### config.mk
export PLATFORM = sky130hd
export DESIGN_NAME = pdc_pixel_eval
export DESIGN_NICKNAME = d
export VERILOG_FILES = /design/src/rtl/pdc_pkg.sv /design/src/rtl/pdc_pixel_eval.sv
export SDC_FILE = /design/constraint.sdc
export NUM_CORES = 1
export LEC_CHECK = 0
export ABC_CLOCK_PERIOD_IN_PS = 4200
export BUFFER_PORTS_ARGS = -buffer_cell sky130_fd_sc_hd__buf_2
export CORE_UTILIZATION = 48
export DETAILED_ROUTE_END_ITERATION = 10
export PLACE_DENSITY = 0.84
export SLEW_MARGIN = 20
export SYNTH_ARGS = -nofsm -noshare
export SYNTH_HDL_FRONTEND = slang
export SYNTH_SLANG_ARGS = --single-unit
### constraint.sdc
create_clock -name vclk -period 4.2
set_clock_uncertainty 0.2 [all_clocks]
set_input_delay 0.63 -clock vclk [all_inputs]
set_output_delay 0.63 -clock vclk [all_outputs]
set_load 0.03 [all_outputs]
### src/rtl/pdc_pkg.sv
package pdc_pkg;

    localparam int MAX_DIMENSION = 4096;
    localparam int COORD_W       = $clog2(MAX_DIMENSION);
    localparam int DIM_W         = COORD_W + 1;
    localparam int CHAN_W        = 8;
    localparam int COUNT_W       = 25;
    localparam int CFG_INDEX_W   = 3;
    localparam int CFG_DATA_W    = DIM_W;

    localparam logic [COUNT_W-1:0] COUNT_MAX   = {COUNT_W{1'b1}};
    localparam logic [CHAN_W-1:0]  CHAN_FULL   = 8'd255;
    localparam logic [CHAN_W-1:0]  ALPHA_MATCH = 8'd128;

    localparam logic [CFG_INDEX_W-1:0] CFG_FRAME_WIDTH     = 3'd0;
    localparam logic [CFG_INDEX_W-1:0] CFG_FRAME_HEIGHT    = 3'd1;
    localparam logic [CFG_INDEX_W-1:0] CFG_TOLERANCE_LEVEL = 3'd2;
    localparam logic [CFG_INDEX_W-1:0] CFG_EXACT_MODE      = 3'd3;
    localparam logic [CFG_INDEX_W-1:0] CFG_MAKE_DIFF_IMAGE = 3'd4;

    typedef struct packed {
        logic [CHAN_W-1:0] base_red;
        logic [CHAN_W-1:0] base_green;
        logic [CHAN_W-1:0] base_blue;
        logic [CHAN_W-1:0] base_alpha;
        logic [CHAN_W-1:0] cur_red;
        logic [CHAN_W-1:0] cur_green;
        logic [CHAN_W-1:0] cur_blue;
        logic [CHAN_W-1:0] cur_alpha;
    } pixel_pair_t;

    typedef struct packed {
        logic [CHAN_W-1:0] red;
        logic [CHAN_W-1:0] green;
        logic [CHAN_W-1:0] blue;
        logic [CHAN_W-1:0] alpha;
    } diff_pixel_t;

    typedef struct packed {
        logic               frame_done;
        logic [COUNT_W-1:0] mismatch_count;
        logic [COORD_W-1:0] box_min_x;
        logic [COORD_W-1:0] box_min_y;
        logic [COORD_W-1:0] box_max_x;
        logic [COORD_W-1:0] box_max_y;
        logic               frames_match;
    } frame_summary_t;

    typedef struct packed {
        diff_pixel_t    pixel;
        frame_summary_t summary;
    } result_t;

    // geometry held as last index (clamped size minus one)
    typedef struct packed {
        logic [COORD_W-1:0] last_col;
        logic [COORD_W-1:0] last_line;
        logic [CHAN_W-1:0]  tolerance;
        logic               diff_en;
    } cfg_t;

endpackage

### src/rtl/pdc_pixel_eval.sv
module pdc_pixel_eval
    import pdc_pkg::*;
(
    input  pixel_pair_t pair,
    input  cfg_t        settings,
    output logic        match,
    output diff_pixel_t pixel
);

    function automatic logic [CHAN_W-1:0] abs_diff(input logic [CHAN_W-1:0] a,
                                                   input logic [CHAN_W-1:0] b);
        begin
            abs_diff = (a > b) ? (a - b) : (b - a);
        end
    endfunction

    logic [3:0] chan_ok;

    always_comb
    begin
        chan_ok[0] = abs_diff(pair.base_red,   pair.cur_red)   <= settings.tolerance;
        chan_ok[1] = abs_diff(pair.base_green, pair.cur_green) <= settings.tolerance;
        chan_ok[2] = abs_diff(pair.base_blue,  pair.cur_blue)  <= settings.tolerance;
        chan_ok[3] = abs_diff(pair.base_alpha, pair.cur_alpha) <= settings.tolerance;
        match = &chan_ok;

        if (!settings.diff_en)
            pixel = '0;
        else if (!match)
        begin
            pixel.red   = CHAN_FULL;
            pixel.green = '0;
            pixel.blue  = '0;
            pixel.alpha = CHAN_FULL;
        end
        else
        begin
            pixel.red   = pair.base_red   >> 1;
            pixel.green = pair.base_green >> 1;
            pixel.blue  = pair.base_blue  >> 1;
            pixel.alpha = ALPHA_MATCH;
        end
    end

endmodule

# Yosys cells after proc, flatten, opt, wreduce, memory -nomap -nowiden
# Index checks and enable logic that the tools add are counted.
# Widths: inputs -> output; s select.
# op_classes
n_addsub,8
mul,0
div,0
n_lt_le_gt_ge,8
n_eq_ne,0
n_shift,0
n_mux,6
n_bitwise,0
n_reduce_logical,1
# ops
operator,n
$mux 32,2
$sub 8x8->8,8
$gt 8x8->1,4
$le 8x8->1,4
$mux 8,4
$reduce_and 4->1,1
# word_totals
reg_bits,0
latchBits,0
mem_bits_rw,0
romBits,0
inputBits,97
word_cells,23
memories,0

# Logic depth before layout (Yosys ltp)
# logic_depth
word_depth,6
mapped_depth,19

# Worst setup path before layout
# Ideal clock, no wire load.
# synth_timing
path_type,input port to output port
from,in pair[48] (netlist name)
to,out pixel[1] (netlist name)
arrival_time_ps,4002
t_required_ps,3370
slack_ps,-632
cell_stages,18
path_buffers,2
path_cell_list,inv_1 -> ha_1 -> inv_1 -> fa_1 -> a21o_1 -> a21oi_1 -> o21ai_0 -> o211ai_2 -> mux2_2 -> ha_1 -> nor2b_1 -> o211ai_1 -> a21oi_1 -> o22a_1 -> nand4bb_1 -> clkbuf_1 -> and2_1 -> buf_4
# synth_lines
item,line_no,rtl
"start, declared",pdc_pixel_eval.sv:4,"input pixel_pair_t pair,"
"end, declared",pdc_pixel_eval.sv:7,output diff_pixel_t pixel

==> qor.yml <==
setup_path:
  path_delay_family: "compound AO/OA/AOI/OAI gates"
  arrival_ns: 3.99
  cp_slowest_cell: "ha_1"
  cp-start-kind: "input pin"
  end_kind: "output port"
  worst_path_largest_cell_delay_ns: 0.36
  path_class: "input pin to output port"
  required_ns: 3.37
  cp_cell_sequence: "buf_2 > inv_1 > ha_1 > nand2_1 > o21ai_0 > buf_4 > a2bb2oi_4 > mux2i_1 > xor2_1 > ha_1 > a21oi_1 > o21ai_0 > a211oi_2 > and4bb_4 > buf_16 > and2_4 > buf_6"
  path_buf_inv: 5
  crit_fanout: 7
drt:
  routed_wl_mm: 11.5
  via_count: 4327
  drt_iter0_drc: 267
  viasPerCell: 5.50
  wl_per_cell_um: 14.7
  drc: 0
  detail-route-antenna-nets: 0
  first_pass_iters: 5
placed_design:
  portBuffers: 104
  dp.cells: 775
  dpl.hpwl_mm: 8.63
  gp_congestion: 0.890
global_routing:
  antenna_found_initial: 0
  grt_pass1_vias: 4166
  grt_usage: 0.274
  grt_overflow: 0
  grt_pass1_wl_mm: 17.3
  grt_max_degree: 11
sta:
  min_period_ns: 4.82
  setup_violations: 30
  finalHoldViolations: 0
  min_period_over_period: 1.15
  rsz0062_at_grt: "yes"
  fmax_mhz: 208
  layout_setup_ws_ns: -0.615
  maxSlewViolCount: 0
  setup_tns_ns: -17.25
layout:
  seqCellArea_um2: 0
  fin_cells: 787
  nFillCells: 449
  clkbuf_count: 0
  num_antenna_cells: 0
  mostFrequentLayoutCell: "buf_4"
  final_cell_mix: "buf_4 (142), ha_1 (86), inv_1 (77)"
  n_sequential_cell: 0
  area_growth_pct: 59.2
  fin_nets: 890
  drive_gt1_frac: 0.457
floorplan:
  rows: 30
  die_area_um2: 7660
  io-pin-count: 130
  coreArea_um2: 6940
  die_x_um: 87.5
  die_h_um: 87.5
  start_util: 0.505
worst_hold_path:
  hold_path.class: "input pin to output port"
pwr:
  swShare: 0.503
  pwr-share-comb: 1.000
  clkPwrFrac: 0
  power.density_nw_per_um2: 199
  ir_worst_vdd_v: 0.000106
  p_seq_frac: 0
  p_leak_nw: 3.09
  p_total_mw: 1.11
  intPower_mw: 0.551
  power.switching_mw: 0.559
clock_network:
  hold_buffers: 0
yosys:
  netlist_instances: 461
  syn-cell-area_um2: 3510
  avgSynthCellArea_um2: 7.61
  ys_types: 43
  ys_seq_area_frac: 0
  ys_warn_count: 0
outcome:
  failed_checks: "setup timing"
  status: "complete, but fails checks"
run:
  drv_cap: 0
==> synthesized netlist by cell type (9+ instances only) <==
cell	number	area [µm²]
ha_1	92	1150
xnor2_1	9	78.8
mux2_2	10	113
inv_1	83	312
buf_4	10	75.1
a21oi_1	68	340
and2_1	18	113
nand4_1	10	62.6
o21bai_1	9	67.6
o21ai_0	22	110
xor2_1	9	78.8
nand2_1	16	60.1
mux2i_1	26	260
==> power groups by stage <==
stage	clock network, mW	registers [mW]	logic [mW]
floorplan	0	0	0.651
global placement	0	0	0.905
detailed placement	0	0	0.956
CTS	0	0	1.06
global route	0	0	1.18
finish	0	0	1.11
==> per-layer routing <==
layer,track usage,up-vias,routed length [µm]
li1,-,2056,-
met1,0.303,1999,4500
met2,0.553,204,5940
met3,0.0180,68,568
met4,0.0760,0,524
met5,0,-,0
==> kinds of logic after synthesis <==
family / after synthesis / synth area share
AOI/OAI and AO/OA: 141 / 0.247
adders and majority gates: 100 / 0.374
buffers and inverters: 98 / 0.118
and+or+nand+nor: 67 / 0.109
muxes: 36 / 0.106
xor gates and xnor gates: 18 / 0.0449
other: 1 / 0.00107
==> what timing repair did <==
action / 4_1_cts / 5_1_grt
cloned: 1 / 0
endpoints found under the setup margin: 30 / 30
gates resized for setup: 82 / 7
setup buffers: 8 / 3
pin swaps: 8 / 6
==> metrics by stage <==
stage	setup slack, ns	utilization	hold slack [ns]	area [µm²]
2_1_floorplan	-0.217	-	1.19	3690
3_3_place_gp	-0.595	0.743	1.42	5160
3_5_place_dp	-0.667	0.743	1.43	5160
4_1_cts	-0.491	0.796	1.40	5530
5_1_grt	-0.700	0.805	1.42	5590
6_report	-0.615	0.805	1.40	5590
==> path summary, 6_finish.rpt <==
check / startpoint / endpoint / slack [ns] / cells past startpoint
setup / recovery: pair[30] / pixel[16] / -0.62 / 17
hold / removal: pair[63] / pixel[30] / 1.40 / 3
==> final cells by class <==
| class | instances | area, µm² | area share |
|---|---|---|---|
| Tap cell | 96 | 120 | 0.0215 |
| Multi-Input combinational cell | 364 | 3340 | 0.597 |
| Inverter | 83 | 327 | 0.0585 |
| Timing Repair Buffer | 244 | 1800 | 0.323 |
(Power assumes the default switching activity.)
