===== src/rtl/pdc_pkg.sv =====
package pdc_pkg;

    localparam int MAX_DIMENSION = 4096;
    localparam int COORD_W       = $clog2(MAX_DIMENSION);
    localparam int DIM_W         = COORD_W + 1;
    localparam int CHAN_W        = 8;
    localparam int COUNT_W       = 25;
    localparam int CFG_INDEX_W   = 3;
    localparam int CFG_DATA_W    = DIM_W;

    localparam logic [COUNT_W-1:0] COUNT_MAX   = {COUNT_W{1'b1}};
    localparam logic [CHAN_W-1:0]  CHAN_FULL   = 8'd255;
    localparam logic [CHAN_W-1:0]  ALPHA_MATCH = 8'd128;

    localparam logic [CFG_INDEX_W-1:0] CFG_FRAME_WIDTH     = 3'd0;
    localparam logic [CFG_INDEX_W-1:0] CFG_FRAME_HEIGHT    = 3'd1;
    localparam logic [CFG_INDEX_W-1:0] CFG_TOLERANCE_LEVEL = 3'd2;
    localparam logic [CFG_INDEX_W-1:0] CFG_EXACT_MODE      = 3'd3;
    localparam logic [CFG_INDEX_W-1:0] CFG_MAKE_DIFF_IMAGE = 3'd4;

    typedef struct packed {
        logic [CHAN_W-1:0] base_red;
        logic [CHAN_W-1:0] base_green;
        logic [CHAN_W-1:0] base_blue;
        logic [CHAN_W-1:0] base_alpha;
        logic [CHAN_W-1:0] cur_red;
        logic [CHAN_W-1:0] cur_green;
        logic [CHAN_W-1:0] cur_blue;
        logic [CHAN_W-1:0] cur_alpha;
    } pixel_pair_t;

    typedef struct packed {
        logic [CHAN_W-1:0] red;
        logic [CHAN_W-1:0] green;
        logic [CHAN_W-1:0] blue;
        logic [CHAN_W-1:0] alpha;
    } diff_pixel_t;

    typedef struct packed {
        logic               frame_done;
        logic [COUNT_W-1:0] mismatch_count;
        logic [COORD_W-1:0] box_min_x;
        logic [COORD_W-1:0] box_min_y;
        logic [COORD_W-1:0] box_max_x;
        logic [COORD_W-1:0] box_max_y;
        logic               frames_match;
    } frame_summary_t;

    typedef struct packed {
        diff_pixel_t    pixel;
        frame_summary_t summary;
    } result_t;

    // geometry held as last index (clamped size minus one)
    typedef struct packed {
        logic [COORD_W-1:0] last_col;
        logic [COORD_W-1:0] last_line;
        logic [CHAN_W-1:0]  tolerance;
        logic               diff_en;
    } cfg_t;

endpackage


===== src/rtl/pdc_frame_stats.sv =====
module pdc_frame_stats
    import pdc_pkg::*;
(
    input  logic           clk,
    input  logic           rst_n,
    input  logic           advance,
    input  logic           mismatch,
    input  cfg_t           settings,
    output frame_summary_t summary
);

    logic [COORD_W-1:0] col_reg,       col_next;
    logic [COORD_W-1:0] line_reg,      line_next;
    logic [COUNT_W-1:0] total_reg,     total_next;
    logic [COORD_W-1:0] min_x_reg,     min_x_next;
    logic [COORD_W-1:0] min_y_reg,     min_y_next;
    logic [COORD_W-1:0] max_x_reg,     max_x_next;
    logic [COORD_W-1:0] max_y_reg,     max_y_next;
    logic [COUNT_W-1:0] total_upd;
    logic [COORD_W-1:0] min_x_upd, min_y_upd, max_x_upd, max_y_upd;
    logic               last_col;
    logic               last_pix;
    logic               any;

    always_comb
    begin
        total_upd = total_reg;
        min_x_upd = min_x_reg;
        min_y_upd = min_y_reg;
        max_x_upd = max_x_reg;
        max_y_upd = max_y_reg;
        if (mismatch)
        begin
            if (total_reg == '0)
            begin
                min_x_upd = col_reg;
                min_y_upd = line_reg;
                max_x_upd = col_reg;
                max_y_upd = line_reg;
            end
            else
            begin
                if (col_reg  < min_x_reg) min_x_upd = col_reg;
                if (line_reg < min_y_reg) min_y_upd = line_reg;
                if (col_reg  > max_x_reg) max_x_upd = col_reg;
                if (line_reg > max_y_reg) max_y_upd = line_reg;
            end
            if (total_reg != COUNT_MAX)
                total_upd = total_reg + COUNT_W'(1);
        end

        last_col = col_reg >= settings.last_col;
        last_pix = last_col && (line_reg >= settings.last_line);
        any      = total_upd != '0;

        summary = '0;
        if (last_pix)
        begin
            summary.frame_done     = 1'b1;
            summary.mismatch_count = total_upd;
            summary.box_min_x      = any ? min_x_upd : '0;
            summary.box_min_y      = any ? min_y_upd : '0;
            summary.box_max_x      = any ? max_x_upd : '0;
            summary.box_max_y      = any ? max_y_upd : '0;
            summary.frames_match   = !any;
        end

        if (last_pix)
        begin
            col_next   = '0;
            line_next  = '0;
            total_next = '0;
            min_x_next = '0;
            min_y_next = '0;
            max_x_next = '0;
            max_y_next = '0;
        end
        else
        begin
            col_next   = last_col ? '0 : col_reg + COORD_W'(1);
            line_next  = last_col ? line_reg + COORD_W'(1) : line_reg;
            total_next = total_upd;
            min_x_next = min_x_upd;
            min_y_next = min_y_upd;
            max_x_next = max_x_upd;
            max_y_next = max_y_upd;
        end
    end

    always_ff @(posedge clk or negedge rst_n)
    begin
        if (!rst_n)
        begin
            col_reg   <= '0;
            line_reg  <= '0;
            total_reg <= '0;
            min_x_reg <= '0;
            min_y_reg <= '0;
            max_x_reg <= '0;
            max_y_reg <= '0;
        end
        else if (advance)
        begin
            col_reg   <= col_next;
            line_reg  <= line_next;
            total_reg <= total_next;
            min_x_reg <= min_x_next;
            min_y_reg <= min_y_next;
            max_x_reg <= max_x_next;
            max_y_reg <= max_y_next;
        end
    end

endmodule


===== config.mk =====
export PLATFORM = sky130hd
export DESIGN_NAME = pdc_frame_stats
export DESIGN_NICKNAME = d
export VERILOG_FILES = /design/src/rtl/pdc_pkg.sv /design/src/rtl/pdc_frame_stats.sv
export SDC_FILE = /design/constraint.sdc
export NUM_CORES = 1
export LEC_CHECK = 0
export BUFFER_PORTS_ARGS = -buffer_cell sky130_fd_sc_hd__buf_4
export CAP_MARGIN = 20
export CORE_UTILIZATION = 50
export DETAILED_ROUTE_END_ITERATION = 8
export PLACE_DENSITY = 0.71
export SLEW_MARGIN = 20
export SYNTH_ARGS = -nofsm -noshare
export SYNTH_HDL_FRONTEND = slang
export SYNTH_SLANG_ARGS = --single-unit

===== constraint.sdc =====
create_clock -name clk -period 5.7 [get_ports clk]
set_input_delay 0.57 -clock clk [delete_from_list [all_inputs] [get_ports clk]]
set_output_delay 0.57 -clock clk [all_outputs]
set_load 0.02 [all_outputs]

# After elaboration in Yosys (flattened, before gate mapping)

Cells that the tools add are included.

Equality and inequality tests: 1
$lt $le $gt $ge: 6
Add/sub/neg operators: 3
Multiplexer cells: 28
Reductions and logical operators: 6

Operators with widths:

| kind                                           | number |
|---|---|
| 2-to-1 mux 12 bit                              | 24 |
| 2-to-1 mux 25 bit                              | 3 |
| 2-to-1 mux 75 bit                              | 1 |
| adder 25 x 1 -> 25 bit (second input constant) | 1 |
| zero test 25 bit                               | 1 |
| != test 25 bit (second input constant)         | 1 |
| nonzero test 25 bit                            | 1 |
| adder 12 x 1 -> 12 bit (second input constant) | 2 |
| >= comparator 12 bit                           | 2 |
| greater-than comparator 12 bit                 | 2 |
| < comparator 12 bit                            | 2 |
| AND reduction 2 bit                            | 1 |
| nonzero test 2 bit                             | 1 |
| logical AND 1 bit                              | 1 |
| zero test 1 bit                                | 1 |

Bits in registers: 97
Output and inout bits: 75

# Longest topological paths before layout

Depth after elaboration: 6
Gate-level depth with buffers: 14

# Worst setup path after synthesis

Ideal clock, no wire load.

Path kind: flip-flop to output port
Start point: reg total_reg[0]
End point: out summary[39] (netlist name)
Stages on the path, launching flop included: 13
Data arrival time: 3139 ps
Setup slack: 1991 ps
Path through: dfrtp_1 > ha_1 > nand4_1 > or2_2 > clkbuf_1 > a2111oi_0 > xnor2_1 > nand4_1 > or4_4 > o21ai_2 > buf_6 > buf_6 > nor2_1

RTL lines:

| what                   | line                   | source |
|---|---|---|
| from (decl)            | pdc_frame_stats.sv:14  | `logic [COUNT_W-1:0] total_reg, total_next;` |
| from (signal assigned) | pdc_frame_stats.sv:106 | `total_reg <= total_next;` |
| to (decl)              | pdc_frame_stats.sv:9   | `output frame_summary_t summary` |

==> run metrics <==
outcome=completed; FF-to-FF Start=total_reg[0]$_DFFE_PN0P_; IO Port Bufs=slightly above 100; placer's final routability congestion estimate=approximately 0.88; ant diodes=0; fin crit period=5230 ps; CP max stage delay=840 ps; mux cell area share after synthesis=0.0378; max reg flops=25; power per cell area=228 mW/mm2; clk slew on worst S/H paths=around 70 ps; YS warnings=0; initial antenna violation count=0; Slew Viols, Final=0; CTS Hold Bufs=0; CP most frequent cell=buf_4; DRT Wirelength=approximately 21 mm; vias in the first global route=6,714; share of synthesized flip-flops with an asynchronous set or reset=1.00; initial DRC count=approximately 520; DRT Pass-1 Iters=4; Max stage delay cell, worst path=nor4_1; unrepaired setup endpoints after global routing=false; post-synth cell types=59; top_reg_cell synth=dfrtp_1; post-cts sizing count=0; total CTS buffers=9; R2R Setup Slk=about 1700 ps; layout cell share with drive strength beyond 1=0.141; largest fanout on the critical path=48; crit path launch type=flop; Max VDD drop=around 0.17 mV; Clk Latency, worst-skew pair=roughly 360 ps; crit end category=output port; Initial Utilization=0.516; clock power share=0.331; max_slew headroom=0.296; CP Cell Sequence=ha_1 > nand4_1 > nor4_1 > buf_4 > a211oi_1 > xnor2_1 > nand4_1 > or4_4 > o21ai_4 > buf_4 > nor2_1 > buf_4; post-synthesis register bit count=97; Synth Area in XOR/XNOR=0.0353; setup tns final=0 ps; Mean Syn Cell Area=about 8.1 um2; Reg2Reg Depth=11; dpl cell area=roughly 0.009 mm2; largest family of logic cells by synthesized area=compound AO/OA/AOI/OAI gates; area growth from synthesis to layout=15.1%; CTS max path bufs=2; HP Class=input port to async pin; Critical path origin=total_reg[0]$_DFFE_PN0P_; FILL cells=1,440; Sequential Power Share=0.419; maximum clock rate=around 190 MHz; largest net degree at the start of global routing=56; H-Tree Level Count=3; Post-Syn Instances=around 990; nets@finish=roughly 1,200; drc violations=0; clk root buf=clkbuf_16; non-filler cells in the finished layout=around 1,300; clock skew=approximately 12 ps; Final Hold Vio Count=0; Leakage Power=4.56 nW; Placeable Area=around 0.015 mm2; cell-internal power=~0.0014 W; Final ANT Viol Nets=0; die height=128 um; Synth Cell Area=approximately 0.0079 mm2; CTS tree=done; DR WL/cell=roughly 16 um; vias per cell=about 5.7; combinational power share=0.250; Setup Crit Path Kind=flop to output port; num ports=between 100 and 150; DR vias=approximately 7,300; CTS Sinks=97; Overall Power=0.00208 W; Net Sw Frac=0.326; syn nets=about 1,100; crit path DAT=about 4700 ps; worst-margin pin slew=~1100 ps; data required time of the critical path=a little over 5000 ps; Final setup violation count=0; P_sw=about 0.00068 W; RR Endpoint=max_x_reg[0]$_DFFE_PN0P_; die width=~130 um; Total GRT Usage=0.262; register area share after synthesis=0.306; post-CTS setup buffer count=0; die area=roughly 0.016 mm2; simple-gate portion of the synthesized area=0.209; total congestion overflow=0; complex-gate fraction of the synthesized area=0.221; row count=45; Detail Placement HPWL=about 14 mm; first-pass GRT wire length=about 34 mm; Placed Cells=between 1,000 and 1,500; Hold Slack=~210 ps; period utilization=0.918; EDFF count, synth=0; Adder-Cell Fraction of Synth Area=0.117; Max Cap Viol=0; Final Cell Area=a little over 0.009 mm2
-- area by class of cell --
class,count,area (um2),share of cell area
Multi-Input combinational cell,743,4930,0.540
Sequential cell,97,2430,0.266
Timing Repair Buffer,118,886,0.0969
Inverter,80,300,0.0329
Tap cell,211,264,0.0289
Clock buffer,11,243,0.0266
Clock inverter,5,86.3,0.00945
-- per-stage QoR --
| step | util | worst slack (ps) |
|---|---|---|
| finish | 0.595 | 470 |
| global route | 0.595 | 171 |
| CTS | 0.595 | 503 |
| detailed placement | 0.573 | 889 |
| global placement | 0.573 | 932 |
| floorplan | - | 1990 |
-- power groups by stage --
stage	clock (W)	combinational (W)	sequential, W
2_1_floorplan	0	0.000434	0.000817
3_3_place_gp	0	0.000503	0.000879
3_5_place_dp	0	0.000519	0.000882
4_1_cts	0.000700	0.000523	0.000868
5_1_grt	0.000722	0.000585	0.000882
6_report	0.000689	0.000520	0.000871
-- synthesized netlist by cell type, types with 19 or more instances --
master | count | area, um2
nand4_1 | 29 | 181
xnor2_1 | 22 | 193
nor2_1 | 167 | 627
ha_1 | 74 | 926
a21oi_1 | 88 | 440
nand2_1 | 30 | 113
a21o_1 | 32 | 240
nand3_1 | 19 | 95.1
dfrtp_1 | 97 | 2430
inv_1 | 80 | 300
a22o_1 | 39 | 342
o21ai_0 | 47 | 235
mux2i_1 | 30 | 300
clkbuf_1 | 47 | 176
and3_1 | 20 | 125
-- critical path: cells and delay by family (launching register included) --
kind,cells,cell delay (ps)
and+or+nand+nor,5,1960
xor gates and xnor gates,1,430
adders and majority gates,1,270
DFF,1,460
buffers and inverters,3,920
AOI/OAI and AO/OA,2,260
-- routing by layer --
layer / part of all wire / vias to the layer above / GRT usage
li1: - / 3628 / -
met1: 0.49 / 3455 / 0.361
met2: 0.46 / 168 / 0.428
met3: 0.038 / 22 / 0.0301
met4: 0.016 / 0 / 0.0851
met5: 0 / - / 0
-- cell families after synthesis --
kind of cell               count (synthesis)
adders and majority gates                 74
muxes                                     30
xor gates and xnor gates                  32
buffers and inverters                    146
DFF                                       97
and+or+nand+nor                          340
AOI/OAI and AO/OA                        267
-- worst max-delay path by stage --
stage | end | slack [ps] | cells after the start
3_3_place_gp | summary[7] | 930 | 12
2_1_floorplan | summary[39] | 1990 | 12
4_1_cts | summary[3] | 500 | 12
5_1_grt | summary[26] | 170 | 12
6_report | summary[1] | 470 | 12
3_5_place_dp | summary[26] | 890 | 12
-- cell usage in the layout, fill, tap and decap left out, types with 3 or more instances in the layout --
cell type and instances:
o21a_1 6, nand2_1 30, ha_1 74, mux2i_1 30, dfrtp_1 97, nor2_1 167, o31ai_1 6, a21o_1 32
clkbuf_16 9, nor4_1 9, a211oi_1 10, buf_4 118, nand4_1 29, xor2_1 10, or2_2 5, and4_1 3
inv_1 80, a2111oi_0 4, xnor2_1 22, o2bb2ai_1 4, a22o_1 39, or3_1 3, and2_1 5, a21oi_1 88
nand2b_1 16, o21ai_0 47, or4_1 4, nor3_1 15, nor2b_1 6, and3_1 20, o41ai_1 3, o22ai_1 4
nand3_1 19
No activity file was read; power rests on OpenSTA's default activity.
